**config.mk**
```make
export PLATFORM = sky130hd
export DESIGN_NAME = multibyte_delimiter_tokenizer_flat
export DESIGN_NICKNAME = d
export VERILOG_FILES = /design/src/rtl/mdt_pkg.sv /design/src/rtl/mdt_if.sv /design/src/rtl/mdt_front.sv /design/src/rtl/mdt_queue.sv /design/src/rtl/mdt_back.sv /design/src/rtl/multibyte_delimiter_tokenizer.sv /design/src/flat_wrapper.sv
export SDC_FILE = /design/constraint.sdc
export NUM_CORES = 1
export LEC_CHECK = 0
export BUFFER_PORTS_ARGS = -buffer_cell sky130_fd_sc_hd__buf_4
export CELL_PAD_IN_SITES_DETAIL_PLACEMENT = 1
export CELL_PAD_IN_SITES_GLOBAL_PLACEMENT = 1
export CORE_MARGIN = 5
export CORE_UTILIZATION = 45
export DETAILED_ROUTE_END_ITERATION = 12
export GPL_ROUTABILITY_DRIVEN = 0
export GPL_TIMING_DRIVEN = 0
export PLACE_DENSITY_LB_ADDON = 0.1
export SLEW_MARGIN = 40
export SYNTH_ARGS = -nofsm -noshare
export SYNTH_HDL_FRONTEND = slang
export SYNTH_SLANG_ARGS = --single-unit
```
**constraint.sdc**
```tcl
create_clock -name clk -period 5.55 [get_ports clk]
set_input_delay 0.555 -clock clk [delete_from_list [all_inputs] [get_ports clk]]
set_output_delay 0.555 -clock clk [all_outputs]
set_load 0.03 [all_outputs]
```
**src/rtl/mdt_pkg.sv**
```systemverilog
// Shared types and constants for the multibyte delimiter tokenizer.
// Depends on nothing; every other file in rtl imports it.
package mdt_pkg;

    localparam int BYTE_W    = 8;
    localparam int DELIM_W   = 17;
    localparam int COUNT_W   = 3;
    localparam int CFG_IDX_W = 3;

    // Delimiter entry layout: flag, second byte, first byte.
    localparam int DELIM_TWO_BIT = 16;

    // Byte class boundaries for the two encodings.
    localparam logic [BYTE_W-1:0] HIGH_MIN    = 8'h80;
    localparam logic [BYTE_W-1:0] SJIS_L1_MIN = 8'h81;
    localparam logic [BYTE_W-1:0] SJIS_L1_MAX = 8'h9f;
    localparam logic [BYTE_W-1:0] SJIS_L2_MIN = 8'he0;
    localparam logic [BYTE_W-1:0] SJIS_HI_MAX = 8'hfc;
    localparam logic [BYTE_W-1:0] SJIS_T1_MIN = 8'h40;
    localparam logic [BYTE_W-1:0] SJIS_T1_MAX = 8'h7e;

    // Configuration register indexes.
    typedef enum logic [CFG_IDX_W-1:0] {
        CFG_ENCODING    = 3'd0,
        CFG_DELIM_COUNT = 3'd1,
        CFG_DELIM_0     = 3'd2,
        CFG_DELIM_1     = 3'd3,
        CFG_DELIM_2     = 3'd4,
        CFG_DELIM_3     = 3'd5
    } cfg_idx_t;

    // Work produced by one input word: up to two characters and an end mark.
    // The second character is always a single byte.
    typedef struct packed {
        logic              c0_valid;
        logic [BYTE_W-1:0] c0_first;
        logic [BYTE_W-1:0] c0_second;
        logic              c0_two;
        logic              c1_valid;
        logic [BYTE_W-1:0] c1_byte;
        logic              end_mark;
    } bundle_t;

endpackage

```
**src/rtl/mdt_if.sv**
```systemverilog
// Valid/ready channel interfaces for the tokenizer's byte input and
// character output. Depends on mdt_pkg.
interface mdt_in_if;
    import mdt_pkg::*;

    logic              valid;
    logic              ready;
    logic [BYTE_W-1:0] data_byte;
    logic              last;

    modport source (output valid, output data_byte, output last, input ready);
    modport sink   (input valid, input data_byte, input last, output ready);
endinterface

interface mdt_out_if;
    import mdt_pkg::*;

    logic              valid;
    logic              ready;
    logic [BYTE_W-1:0] first_byte;
    logic [BYTE_W-1:0] second_byte;
    logic              two_byte;
    logic              in_token;
    logic              token_start;
    logic              end_marker;

    modport source (output valid, output first_byte, output second_byte, output two_byte,
                    output in_token, output token_start, output end_marker, input ready);
    modport sink   (input valid, input first_byte, input second_byte, input two_byte,
                    input in_token, input token_start, input end_marker, output ready);
endinterface

```
**src/rtl/mdt_front.sv**
```systemverilog
// Front end: accepts input bytes, pairs them into characters under the
// selected encoding and hands the result to the queue. Depends on mdt_pkg, mdt_if.
module mdt_front (
    input  logic            clk,
    input  logic            rst_n,
    mdt_in_if.sink          in_ch,
    input  logic            encoding_mode,
    output mdt_pkg::bundle_t push_data,
    output logic            push_valid,
    input  logic            push_ready
);
    import mdt_pkg::*;

    logic [BYTE_W-1:0] pend_byte_reg, pend_byte_next;
    logic              pend_valid_reg, pend_valid_next;
    logic              term_reg, term_next;
    logic              accept;
    bundle_t           bundle;

    // Decide whether lead and trail bytes form one two-byte character.
    function automatic logic pair_forms(input logic euc, input logic [BYTE_W-1:0] lead,
                                        input logic [BYTE_W-1:0] trail);
        logic lead_ok;
        logic trail_ok;
        lead_ok  = (lead >= SJIS_L1_MIN && lead <= SJIS_L1_MAX) ||
                   (lead >= SJIS_L2_MIN && lead <= SJIS_HI_MAX);
        trail_ok = (trail >= SJIS_T1_MIN && trail <= SJIS_T1_MAX) ||
                   (trail >= HIGH_MIN && trail <= SJIS_HI_MAX);
        if (euc)
            return (lead >= HIGH_MIN) && (trail >= HIGH_MIN);
        return lead_ok && trail_ok;
    endfunction

    assign in_ch.ready = push_ready;
    assign accept      = in_ch.valid && push_ready;

    // Classify the incoming word and work out the next held-byte state.
    always_comb
    begin
        bundle          = '0;
        pend_byte_next  = pend_byte_reg;
        pend_valid_next = pend_valid_reg;
        term_next       = term_reg;

        if (!term_reg)
        begin
            if (in_ch.data_byte == '0)
            begin
                bundle.c0_valid = pend_valid_reg;
                bundle.c0_first = pend_byte_reg;
                pend_valid_next = 1'b0;
                term_next       = 1'b1;
            end
            else if (pend_valid_reg)
            begin
                bundle.c0_valid = 1'b1;
                bundle.c0_first = pend_byte_reg;
                if (pair_forms(encoding_mode, pend_byte_reg, in_ch.data_byte))
                begin
                    bundle.c0_second = in_ch.data_byte;
                    bundle.c0_two    = 1'b1;
                    pend_valid_next  = 1'b0;
                end
                else
                begin
                    pend_byte_next = in_ch.data_byte;
                end
            end
            else
            begin
                pend_byte_next  = in_ch.data_byte;
                pend_valid_next = 1'b1;
            end
        end

        // The last word flushes any held byte and starts a fresh string.
        if (in_ch.last)
        begin
            bundle.c1_valid = pend_valid_next;
            bundle.c1_byte  = pend_byte_next;
            bundle.end_mark = 1'b1;
            pend_byte_next  = '0;
            pend_valid_next = 1'b0;
            term_next       = 1'b0;
        end
    end

    assign push_data  = bundle;
    assign push_valid = accept && (bundle.c0_valid || bundle.c1_valid || bundle.end_mark);

    // Held-byte and termination state.
    always_ff @(posedge clk or negedge rst_n)
    begin
        if (!rst_n)
        begin
            pend_byte_reg  <= '0;
            pend_valid_reg <= 1'b0;
            term_reg       <= 1'b0;
        end
        else if (accept)
        begin
            pend_byte_reg  <= pend_byte_next;
            pend_valid_reg <= pend_valid_next;
            term_reg       <= term_next;
        end
    end

endmodule

```
**src/rtl/mdt_queue.sv**
```systemverilog
// Two-entry queue of classified work between the front and back ends.
// Depends on mdt_pkg.
module mdt_queue (
    input  logic             clk,
    input  logic             rst_n,
    input  mdt_pkg::bundle_t push_data,
    input  logic             push_valid,
    output logic             push_ready,
    output mdt_pkg::bundle_t head_data,
    output logic             head_valid,
    input  logic             pop
);
    import mdt_pkg::*;

    localparam int DEPTH = 2;
    localparam int CNT_W = $clog2(DEPTH+1);

    bundle_t                      entry_reg [DEPTH];
    logic [$clog2(DEPTH)-1:0]     wr_ptr_reg;
    logic [$clog2(DEPTH)-1:0]     rd_ptr_reg;
    logic [CNT_W-1:0]             count_reg, count_next;
    logic                         do_push;
    logic                         do_pop;

    assign push_ready = (count_reg != CNT_W'(DEPTH));
    assign head_valid = (count_reg != '0);
    assign head_data  = entry_reg[rd_ptr_reg];
    assign do_push    = push_valid && push_ready;
    assign do_pop     = pop && head_valid;

    // Occupancy follows pushes and pops.
    always_comb
    begin
        count_next = count_reg;
        if (do_push && !do_pop)
            count_next = count_reg + 1'b1;
        else if (!do_push && do_pop)
            count_next = count_reg - 1'b1;
    end

    // Pointers and fill level.
    always_ff @(posedge clk or negedge rst_n)
    begin
        if (!rst_n)
        begin
            wr_ptr_reg <= '0;
            rd_ptr_reg <= '0;
            count_reg  <= '0;
        end
        else
        begin
            count_reg <= count_next;
            if (do_push)
                wr_ptr_reg <= wr_ptr_reg + 1'b1;
            if (do_pop)
                rd_ptr_reg <= rd_ptr_reg + 1'b1;
        end
    end

    // Entry storage.
    always_ff @(posedge clk)
    begin
        if (do_push)
            entry_reg[wr_ptr_reg] <= push_data;
    end

endmodule

```
**src/rtl/mdt_back.sv**
```systemverilog
// Back end: walks the characters of each queued bundle, checks them against
// the delimiter set, tracks token state and drives the output register.
// Depends on mdt_pkg, mdt_if.
module mdt_back #(
    parameter int NUM_STORED = 4
) (
    input  logic                           clk,
    input  logic                           rst_n,
    input  mdt_pkg::bundle_t               head_data,
    input  logic                           head_valid,
    output logic                           pop,
    input  logic [mdt_pkg::COUNT_W-1:0]    delimiter_count,
    input  logic [mdt_pkg::DELIM_W-1:0]    delims [NUM_STORED],
    mdt_out_if.source                      out_ch
);
    import mdt_pkg::*;

    logic [1:0]        done_reg, done_next;
    logic              inside_reg, inside_next;
    logic              out_valid_reg;
    logic [BYTE_W-1:0] first_reg, first_next;
    logic [BYTE_W-1:0] second_reg, second_next;
    logic              two_reg, two_next;
    logic              tok_reg, tok_next;
    logic              start_reg, start_next;
    logic              endm_reg, endm_next;
    logic              load;
    logic              sel0;
    logic              sel1;
    logic              final_elem;
    logic              is_delim;

    assign load = head_valid && (!out_valid_reg || out_ch.ready);
    assign sel0 = head_data.c0_valid && !done_reg[0];
    assign sel1 = !sel0 && head_data.c1_valid && !done_reg[1];

    // Pick the next element of the bundle and build its result.
    always_comb
    begin
        first_next  = '0;
        second_next = '0;
        two_next    = 1'b0;
        endm_next   = 1'b0;
        final_elem  = 1'b1;
        if (sel0)
        begin
            first_next  = head_data.c0_first;
            second_next = head_data.c0_two ? head_data.c0_second : '0;
            two_next    = head_data.c0_two;
            final_elem  = !head_data.c1_valid && !head_data.end_mark;
        end
        else if (sel1)
        begin
            first_next = head_data.c1_byte;
            final_elem = !head_data.end_mark;
        end
        else
        begin
            endm_next = 1'b1;
        end
    end

    // Compare the character with every enabled delimiter entry in parallel.
    always_comb
    begin
        is_delim = 1'b0;
        for (int i = 0; i < NUM_STORED; i++)
        begin
            if ((COUNT_W'(i) < delimiter_count) &&
                (delims[i][DELIM_TWO_BIT] == two_next) &&
                (delims[i][BYTE_W-1:0] == first_next) &&
                (!two_next || (delims[i][2*BYTE_W-1:BYTE_W] == second_next)))
                is_delim = 1'b1;
        end
    end

    // Token flags; the end marker closes the string and clears token state.
    always_comb
    begin
        if (endm_next)
        begin
            tok_next    = 1'b0;
            start_next  = 1'b0;
            inside_next = 1'b0;
        end
        else
        begin
            tok_next    = !is_delim;
            start_next  = !is_delim && !inside_reg;
            inside_next = !is_delim;
        end
        if (final_elem)
            done_next = '0;
        else
            done_next = done_reg | {sel1, sel0};
    end

    assign pop = load && final_elem;

    // Control state: element progress, token state and output valid.
    always_ff @(posedge clk or negedge rst_n)
    begin
        if (!rst_n)
        begin
            done_reg      <= '0;
            inside_reg    <= 1'b0;
            out_valid_reg <= 1'b0;
        end
        else
        begin
            if (load)
            begin
                done_reg      <= done_next;
                inside_reg    <= inside_next;
                out_valid_reg <= 1'b1;
            end
            else if (out_ch.ready)
            begin
                out_valid_reg <= 1'b0;
            end
        end
    end

    // Output payload register.
    always_ff @(posedge clk)
    begin
        if (load)
        begin
            first_reg  <= first_next;
            second_reg <= second_next;
            two_reg    <= two_next;
            tok_reg    <= tok_next;
            start_reg  <= start_next;
            endm_reg   <= endm_next;
        end
    end

    assign out_ch.valid       = out_valid_reg;
    assign out_ch.first_byte  = first_reg;
    assign out_ch.second_byte = second_reg;
    assign out_ch.two_byte    = two_reg;
    assign out_ch.in_token    = tok_reg;
    assign out_ch.token_start = start_reg;
    assign out_ch.end_marker  = endm_reg;

endmodule

```
**src/rtl/multibyte_delimiter_tokenizer.sv**
```systemverilog
// Top level of the multibyte delimiter tokenizer: configuration registers,
// front end, work queue and back end. Depends on mdt_pkg, mdt_if and the mdt_* modules.
//
//  Channel  Direction  Handshake          Word contents
//  in_ch    sink       valid/ready        data_byte, last
//  out_ch   source     valid/ready        first_byte, second_byte, two_byte,
//                                         in_token, token_start, end_marker
//  cfg      write      cfg_write          cfg_index, cfg_data
//
// One input byte is accepted per cycle while the two-entry queue has room.
// Each word yields zero to three results, sent one per cycle from the back end's
// output register while out_ch.ready is high, so throughput is one result per cycle.
// A completed character is written to a queue entry, then registered in the output register.
// rst_n resets control and configuration state at once; no clearing pass is needed.
// Output stalls fill the queue and then drop in_ch.ready; the sides stall independently.
module multibyte_delimiter_tokenizer #(
    parameter int NUM_DELIMS = 4
) (
    input  logic                            clk,
    input  logic                            rst_n,
    mdt_in_if.sink                          in_ch,
    mdt_out_if.source                       out_ch,
    input  logic                            cfg_write,
    input  logic [mdt_pkg::CFG_IDX_W-1:0]   cfg_index,
    input  logic [mdt_pkg::DELIM_W-1:0]     cfg_data
);
    import mdt_pkg::*;

    // At most four delimiter registers are kept, as many as the configuration indexes address.
    localparam int NUM_STORED = (NUM_DELIMS < 4) ? NUM_DELIMS : 4;

    logic               encoding_reg;
    logic [COUNT_W-1:0] count_reg;
    logic [DELIM_W-1:0] delim_reg [NUM_STORED];
    bundle_t            push_data;
    logic               push_valid;
    logic               push_ready;
    bundle_t            head_data;
    logic               head_valid;
    logic               pop;

    // Configuration registers.
    always_ff @(posedge clk or negedge rst_n)
    begin
        if (!rst_n)
        begin
            encoding_reg <= 1'b1;
            count_reg    <= '0;
            for (int i = 0; i < NUM_STORED; i++)
                delim_reg[i] <= '0;
        end
        else if (cfg_write)
        begin
            case (cfg_idx_t'(cfg_index))
                CFG_ENCODING:    encoding_reg <= cfg_data[0];
                CFG_DELIM_COUNT: count_reg    <= cfg_data[COUNT_W-1:0];
                default:
                begin
                    for (int i = 0; i < NUM_STORED; i++)
                    begin
                        if (cfg_index == CFG_DELIM_0 + CFG_IDX_W'(i))
                            delim_reg[i] <= cfg_data;
                    end
                end
            endcase
        end
    end

    mdt_front u_front (
        .clk           (clk),
        .rst_n         (rst_n),
        .in_ch         (in_ch),
        .encoding_mode (encoding_reg),
        .push_data     (push_data),
        .push_valid    (push_valid),
        .push_ready    (push_ready)
    );

    mdt_queue u_queue (
        .clk        (clk),
        .rst_n      (rst_n),
        .push_data  (push_data),
        .push_valid (push_valid),
        .push_ready (push_ready),
        .head_data  (head_data),
        .head_valid (head_valid),
        .pop        (pop)
    );

    mdt_back #(
        .NUM_STORED (NUM_STORED)
    ) u_back (
        .clk             (clk),
        .rst_n           (rst_n),
        .head_data       (head_data),
        .head_valid      (head_valid),
        .pop             (pop),
        .delimiter_count (count_reg),
        .delims          (delim_reg),
        .out_ch          (out_ch)
    );

endmodule
```
**src/flat_wrapper.sv**
```systemverilog
// flat-port wrapper written by rule: the top's interface ports become plain ports
module multibyte_delimiter_tokenizer_flat import mdt_pkg::*;
#(
    parameter int NUM_DELIMS = 4
)
  (clk, rst_n, cfg_write, cfg_index, cfg_data, in_ch_valid, in_ch_data_byte, in_ch_last, in_ch_ready, out_ch_valid, out_ch_first_byte, out_ch_second_byte, out_ch_two_byte, out_ch_in_token, out_ch_token_start, out_ch_end_marker, out_ch_ready);
  mdt_in_if in_ch_i ();
  mdt_out_if out_ch_i ();
  input  logic clk;
  input  logic rst_n;
  input  logic cfg_write;
  input  logic [mdt_pkg::CFG_IDX_W-1:0] cfg_index;
  input  logic [mdt_pkg::DELIM_W-1:0] cfg_data;
  input wire logic [$bits(in_ch_i.valid)-1:0] in_ch_valid;
  input wire logic [$bits(in_ch_i.data_byte)-1:0] in_ch_data_byte;
  input wire logic [$bits(in_ch_i.last)-1:0] in_ch_last;
  output wire logic [$bits(in_ch_i.ready)-1:0] in_ch_ready;
  output wire logic [$bits(out_ch_i.valid)-1:0] out_ch_valid;
  output wire logic [$bits(out_ch_i.first_byte)-1:0] out_ch_first_byte;
  output wire logic [$bits(out_ch_i.second_byte)-1:0] out_ch_second_byte;
  output wire logic [$bits(out_ch_i.two_byte)-1:0] out_ch_two_byte;
  output wire logic [$bits(out_ch_i.in_token)-1:0] out_ch_in_token;
  output wire logic [$bits(out_ch_i.token_start)-1:0] out_ch_token_start;
  output wire logic [$bits(out_ch_i.end_marker)-1:0] out_ch_end_marker;
  input wire logic [$bits(out_ch_i.ready)-1:0] out_ch_ready;
  assign in_ch_i.valid = in_ch_valid;
  assign in_ch_i.data_byte = in_ch_data_byte;
  assign in_ch_i.last = in_ch_last;
  assign in_ch_ready = in_ch_i.ready;
  assign out_ch_valid = out_ch_i.valid;
  assign out_ch_first_byte = out_ch_i.first_byte;
  assign out_ch_second_byte = out_ch_i.second_byte;
  assign out_ch_two_byte = out_ch_i.two_byte;
  assign out_ch_in_token = out_ch_i.in_token;
  assign out_ch_token_start = out_ch_i.token_start;
  assign out_ch_end_marker = out_ch_i.end_marker;
  assign out_ch_i.ready = out_ch_ready;
  multibyte_delimiter_tokenizer #(.NUM_DELIMS(NUM_DELIMS)) u_core (.clk(clk), .rst_n(rst_n), .in_ch(in_ch_i), .out_ch(out_ch_i), .cfg_write(cfg_write), .cfg_index(cfg_index), .cfg_data(cfg_data));
endmodule
```
# Yosys cells after proc, flatten, opt, wreduce, memory -nomap -nowiden
# Memories as Yosys holds them, arrays and structs flattened.
# Index checks and enable logic that the tools add are counted.
# W data, S select, Z words.
[word_totals] memories=1 inputBits=34 ramBits=56 wordCells=171 ff_bits=110
[op_classes] n_addsub=4 bitwise=2 n_mux=49 magnitude_cmp=13 n_reduce_logical=63 n_eq_ne=18
[mem_list] memory="u_core.u_queue.entry_reg" depth=2 width=28 rd=1 rd_ports_with_merged_regs=0 write_ports=1 line_no="mdt_queue.sv:18" source="bundle_t entry_reg [DEPTH];"
[ops] op="$mux W8" n=9
[ops] op="$eq A8 B8 Y1" n=8
[ops] op="$mux W18" n=2
[ops] op="$ge A8 B8 Y1 const B" n=4
[ops] op="$logic_and A1 B1 Y1" n=31
[ops] op="$mux W1" n=31
[ops] op="$mux W9" n=3
[ops] op="$le A8 B8 Y1 const B" n=3
[ops] op="$reduce_and A3 Y1" n=4
[ops] op="$logic_not A1 Y1" n=11
[ops] op="$mux W10" n=1
[ops] op="$logic_or A1 B1 Y1" n=9
[ops] op="$ge A8 B7 Y1 const B" n=1
[ops] op="$le A8 B7 Y1 const B" n=1
[ops] op="$logic_not A8 Y1" n=1
[ops] op="$eq A3 B2 Y1 const B" n=2
[ops] op="$eq A3 B3 Y1 const B" n=2
[ops] op="$lt A1 B3 Y1 const A" n=2
[ops] op="$lt A2 B3 Y1 const A" n=2
[ops] op="$mux W2" n=3
[ops] op="$reduce_bool A2 Y1" n=3
[ops] op="$eq A1 B1 Y1" n=4
[ops] op="$reduce_and A2 Y1" n=2
[ops] op="$eq A3 B1 Y1 const B" n=1
[ops] op="8 further kinds" n=9

# Logic depth before layout (Yosys ltp)
[logic_depth] depth_word=21 mapped_depth=11 ltp_nobuf=9

# Modules after synthesis
# A second synthesis with hierarchy kept.
[unflattened] hier_cells=648 hier_area_um2=8459.4
[by_module_without_submodules] module="multibyte_delimiter_tokenizer" instances=1 cells_each=156 area_each_um2=2842.7
[by_module_without_submodules] module="mdt_back" instances=1 cells_each=263 area_each_um2=2413.6
[by_module_without_submodules] module="mdt_queue" instances=1 cells_each=105 area_each_um2=2262.2
[by_module_without_submodules] module="mdt_front" instances=1 cells_each=124 area_each_um2=940.9

# Least setup slack after synthesis
# No wires, ideal clock.
[synth_path] kind="reg-to-reg" from="register u_core.u_queue.count_reg[0]" to="memory u_core.u_queue.entry_reg[0][0] (netlist bit) (enable)" setup_slack_ns=2.830 required_time_ns=5.137 arrival_time_ns=2.307 path_stages_with_launch=5 setup_time_ns=0.413 cell_sequence="dfrtp_1 -> nand2b_1 -> and2_1 -> o21ai_0 -> nor2_1"
[synth_via] elab_chain_cells=6
[synth_lines] item="start, declared" line_no="mdt_queue.sv:21" source="logic [CNT_W-1:0] count_reg, count_next;"
[synth_lines] item="start signal, assigned" line_no="mdt_queue.sv:52" source="count_reg <= count_next;"
[synth_lines] item="$ne A2 B2 Y1 (*)" line_no="mdt_queue.sv:25" source="assign push_ready = (count_reg != CNT_W'(DEPTH));"
[synth_lines] item="named net in_ch_ready" line_no="flat_wrapper.sv:17" source="output wire logic [$bits(in_ch_i.ready)-1:0] in_ch_ready;"
[synth_lines] item="$logic_and A1 B1 Y1" line_no="mdt_front.sv:35" source="assign accept = in_ch.valid && push_ready;"
[synth_lines] item="$logic_and A1 B1 Y1" line_no="mdt_front.sv:89" source="assign push_valid = accept && (bundle.c0_valid || bundle.c1_valid || bundle.end_mark);"
[synth_lines] item="$logic_and A1 B1 Y1 (*)" line_no="mdt_queue.sv:28" source="assign do_push = push_valid && push_ready;"
[synth_lines] item="$mux W1 (*)" line_no="mdt_queue.sv:63" source="if (do_push)"
[synth_lines] item="$mux W1 (not written as such) (*)" line_no="mdt_queue.sv:64" source="entry_reg[wr_ptr_reg] <= push_data;"
[synth_lines] item="end, declared" line_no="mdt_queue.sv:18"
# Mark *: on every way through the listed nets, which the timed path passes. The rest lies on a longest branch.

# Final worst setup path
[layout_path] from="register u_core.u_back.done_reg[0]" to="register u_core.u_back.start_reg (netlist: u_core.u_back.out_ch.token_start), data pin"
[layout_via] elab_chain_cells=16 elab_cells_between_ends=46 cone_classes="eq/ne (12); mux (10); reduce/logical (24)"
[layout_lines] item="start, declared" line_no="mdt_back.sv:18" source="logic [1:0] done_reg, done_next;"
[layout_lines] item="start signal, assigned" line_no="mdt_back.sv:113" source="done_reg <= done_next;"
[layout_lines] item="$logic_not A1 Y1 (*)" line_no="mdt_back.sv:34" source="assign sel0 = head_data.c0_valid && !done_reg[0];"
[layout_lines] item="$logic_and A1 B1 Y1 (*)" line_no="mdt_back.sv:34"
[layout_lines] item="$logic_not A1 Y1" line_no="mdt_back.sv:35" source="assign sel1 = !sel0 && head_data.c1_valid && !done_reg[1];"
[layout_lines] item="$logic_and A1 B1 Y1 (2 in series)" line_no="mdt_back.sv:35"
[layout_lines] item="$mux W8" line_no="mdt_back.sv:52" source="else if (sel1)"
[layout_lines] item="$mux W8" line_no="mdt_back.sv:45" source="if (sel0)"
[layout_lines] item="$eq A8 B8 Y1" line_no="mdt_back.sv:71" source="(delims[i][BYTE_W-1:0] == first_next) &&"
[layout_lines] item="$logic_and A1 B1 Y1" line_no="mdt_back.sv:70" source="(delims[i][DELIM_TWO_BIT] == two_next) &&"
[layout_lines] item="$logic_and A1 B1 Y1" line_no="mdt_back.sv:71"
[layout_lines] item="$mux W1 (4 in series)" line_no="mdt_back.sv:69" source="if ((COUNT_W'(i) < delimiter_count) &&"
[layout_lines] item="$logic_not A1 Y1" line_no="mdt_back.sv:89" source="start_next = !is_delim && !inside_reg;"
[layout_lines] item="$logic_and A1 B1 Y1" line_no="mdt_back.sv:89"
[layout_lines] item="end signal, assigned" line_no="mdt_back.sv:133" source="start_reg <= start_next;"
[layout_lines] item="end, declared" line_no="mdt_back.sv:25" source="logic start_reg, start_next;"
# Every way passes the cells marked *; elsewhere a longest branch is shown, timed or not.
# A chain may end at the register's enable or synchronous reset.

==> summary by stage <==
Status
The run finished with clean final reports.

Timing
Setup violations remaining at the end of the flow were counted as 0. Setup repair after global routing left no endpoint under its margin. The number of hold violations in the final report is 0. The number of max-slew violations in the final report is 0.

The final-layout setup total negative slack is 0 ns. The headroom to the max-slew limit is 0.485. Between clock sinks in the finished design, the worst skew comes to around 0.011 ns. On the final layout, the worst hold slack is approximately 0.13 ns. After layout, the minimum clock period comes to between 2 and 3 ns.

The highest clock frequency the design can meet is between 300 and 400 MHz. The slew at the pin closest to its max-slew limit is approximately 0.77 ns. Dividing the final minimum period by the clock period gives 0.534.

Synth
The share of synthesized area occupied by flip-flops and latches is 0.575. Counting distinct cell types in the post-synthesis netlist gives approximately 70. The proportion of register bits with asynchronous set or reset after synthesis is 0.542. The number of nets in the synthesized netlist is approximately 620. In the synthesized netlist, the number of instances is just under 600. The number of synthesized flops with an enable pin is 76. Summing every instance area after synthesis gives approximately 8000 um^2. The primary flip-flop cell chosen by synthesis mapping is dfrtp_1. The total of flip-flops plus latches after synthesis is 166. During synthesis, Yosys emitted a total of 0 warnings. After synthesis, the mean cell area works out to between 10 and 15 um^2.

GRT
For this run, the total global-route usage over all layers was measured as 0.211. The global-route wire length before repair is approximately 32000 um. The number of global-route vias before repair was between 5k and 6k. The total overflow reported by the global router is 0. Entering global routing, the biggest net connects 91 pins. The initial antenna violation count is 0.

Critical path
For the worst setup path, the data arrival time is 3.25 ns. At the worst endpoint, the required time is between 5 and 6 ns. The worst-path maximum fanout is 7. The worst setup path is launched from a flip-flop. The slowest cell on the critical path is or4_4. The signal on the critical path passes through nand2b_1 > a32oi_2 > o32a_1 > buf_2 > xnor2_1 > nor4_1 > a41o_1 > or4_4 > nor2_1. The critical path is of the reg -> reg type. The longest individual stage delay on the worst path is around 0.5 ns.

The worst setup slack for register-to-register paths is around 2.6 ns. The capturing element type of the critical path is a flip-flop.

Drt
For this block, the routed nets add up to slightly above 20000 um of wire. After detailed routing, the number of remaining DRC violations is 0. The overall via count from detail_route is a little over 5k. Using the TritonRoute via totals, the vias-per-cell ratio works out to 5.69. The detail route stage leaves a number of antenna-violating nets equal to 0.

The detailed-router iteration count before antenna repair is 4. In the final routed layout, each cell accounts on average for 22.5 um. The DRC marker count from the first detailed-route iteration is just over 400.

Floorplan
The width of the chip is roughly 140 um. between 50 and 60 I/O pins were placed. The initial utilization of the core area, before any placement, comes to 0.458. The core area is 17200 um^2. In this run the core area contains 48 standard-cell rows. The height of the chip is ~140 um. The die covers around 20000 um^2.

CTS
The number of clock buffers added by TritonCTS is 17. The clock latency on the worst-skew pair is between 0.4 and 0.5 ns. The maximum buffer depth of the clock tree is 2. Clock-pin slew was measured on the worst setup and hold paths at about 0.070 ns.

The TritonCTS clock tree is yes. Clock tree synthesis found a total of between 150 and 200 sinks. The count of hold-fix buffers inserted at cts is 0. The root buffer cell chosen for the clock tree is clkbuf_16. The post-cts sizing count is 0. The number of levels the H-tree was split into is 4. The number of setup buffers added after CTS is 0.

Cells and area
The library cell used most frequently in the layout, excluding fill and tap cells, is dfrtp_1. In the final layout, the share of cells above drive strength 1 is 0.298. 0 antenna diodes ended up in the layout. The sequential cell area is about 4500 um^2. In the layout the commonest cells are dfrtp_1 (89), mux2_2 (78), edfxtp_1 (76). From synthesis to final layout, the design area changed by 16.9%. The total area of multi-input combinational cells is 3140 um^2.

The post-route non-filler standard cell count is around 900. The register with the most flip-flops in the layout has 68 of them. The post-layout net count is between 600 and 700. The layout has between 1.5k and 2k filler cells. For this run, the share of the core covered by cells in the final layout is 0.535.

Placed design
Once placement completed, the tool counted placed cells totaling 867. The number of buffers added on ports is 55. The placed wire-length estimate is 14600 um.

Flow run
Across the run, the number of max-cap violations was 0.

Power and ir drop
In this run the power density over the cells is between 500 and 600 nW/um^2. The leakage power summed over all cells is around 3.6 nW. The worst-case vdd ir drop is roughly 0.00025 V.

Min path
The path class of the tightest hold or removal check is in -> async.
==> final timing paths <==
path	from	end	cells after the start
worst max-delay path	u_core.u_back.done_reg[0]$_DFFE_PN0P_	u_core.u_back.out_ch.token_start$_SDFFCE_PP0P_	9
worst min-delay path	rst_n	u_core.u_front.term_reg$_DFFE_PN0P_	1
worst max register to register	u_core.u_back.done_reg[0]$_DFFE_PN0P_	u_core.u_back.out_ch.token_start$_SDFFCE_PP0P_	9
worst min register to register	u_core.u_back.inside_reg$_DFFE_PN0P_	u_core.u_back.inside_reg$_DFFE_PN0P_	2
max in group asynchronous	rst_n	u_core.delim_reg[7]$_DFFE_PN0P_	1
min in group clk	in_ch_last	u_core.u_front.term_reg$_DFFE_PN0P_	2
==> worst max-delay path, delay by kind of cell, from the launching register on <==
kind | cells | cell delay, ns
compound gates | 3 | 1.06
simple gates | 4 | 0.91
flops | 1 | 0.45
buf+inv | 1 | 0.23
xor+xnor | 1 | 0.17
==> cell families after synthesis <==
kind of cell             count (synthesis)  share of synthesized area
AO/OA/AOI/OAI                           93                     0.0922
XOR/XNOR                                57                     0.0633
adder cells (fa/ha/maj)                  1                    0.00159
buffers and inverters                   40                     0.0285
flip-flops                             166                      0.575
multiplexers                           100                      0.144
AND/OR/NAND/NOR                        129                     0.0955
==> final cells by class <==
| type | count | share of cell area |
|---|---|---|
| timing repair buffer | 56 | 0.0472 |
| buffer | 21 | 0.0167 |
| tap | 225 | 0.0305 |
| sequential | 166 | 0.492 |
| clock inverter | 12 | 0.0167 |
| multi-input combinational | 380 | 0.341 |
| inverter | 19 | 0.00774 |
| clock buffer | 20 | 0.0484 |
==> power breakdown <==
part	switching, mW	internal, mW	total [mW]	leakage (nW)
Sequential	0.216	1.68	1.89	1.81
Clock	0.488	0.719	1.21	0.276
Combinational	1.13	0.762	1.89	1.55
==> Yosys cell counts, drive strengths merged (13+ instances only) <==
library cell,count,area share
a21oi,17,0.013
a31oi,16,0.015
and2,18,0.014
buf,13,0.016
dfrtp,89,0.28
edfxtp,76,0.29
inv,19,0.0090
mux2,78,0.11
mux2i,22,0.033
nor2,38,0.018
xnor2,24,0.027
xor2,33,0.037
==> metal layers <==
metal	part of all wire	GRT usage	vias to the layer above	wire, um
li1	-	-	2349	-
met1	0.44	0.282	2650	8980
met2	0.50	0.351	100	10200
met3	0.041	0.0457	17	833
met4	0.012	0.0530	0	240
met5	0	0	-	0
==> through the flow <==
step | area, um^2 | total power, mW | worst slack (ns)
floorplan | 7890 | 3.17 | 2.83
global placement | 8580 | 3.73 | 2.33
detailed placement | 8620 | 3.81 | 2.56
CTS | 9220 | 5.03 | 2.55
global route | 9220 | 5.26 | 2.41
finish | 9220 | 4.99 | 2.59
Power figures use the tool's default switching activity.
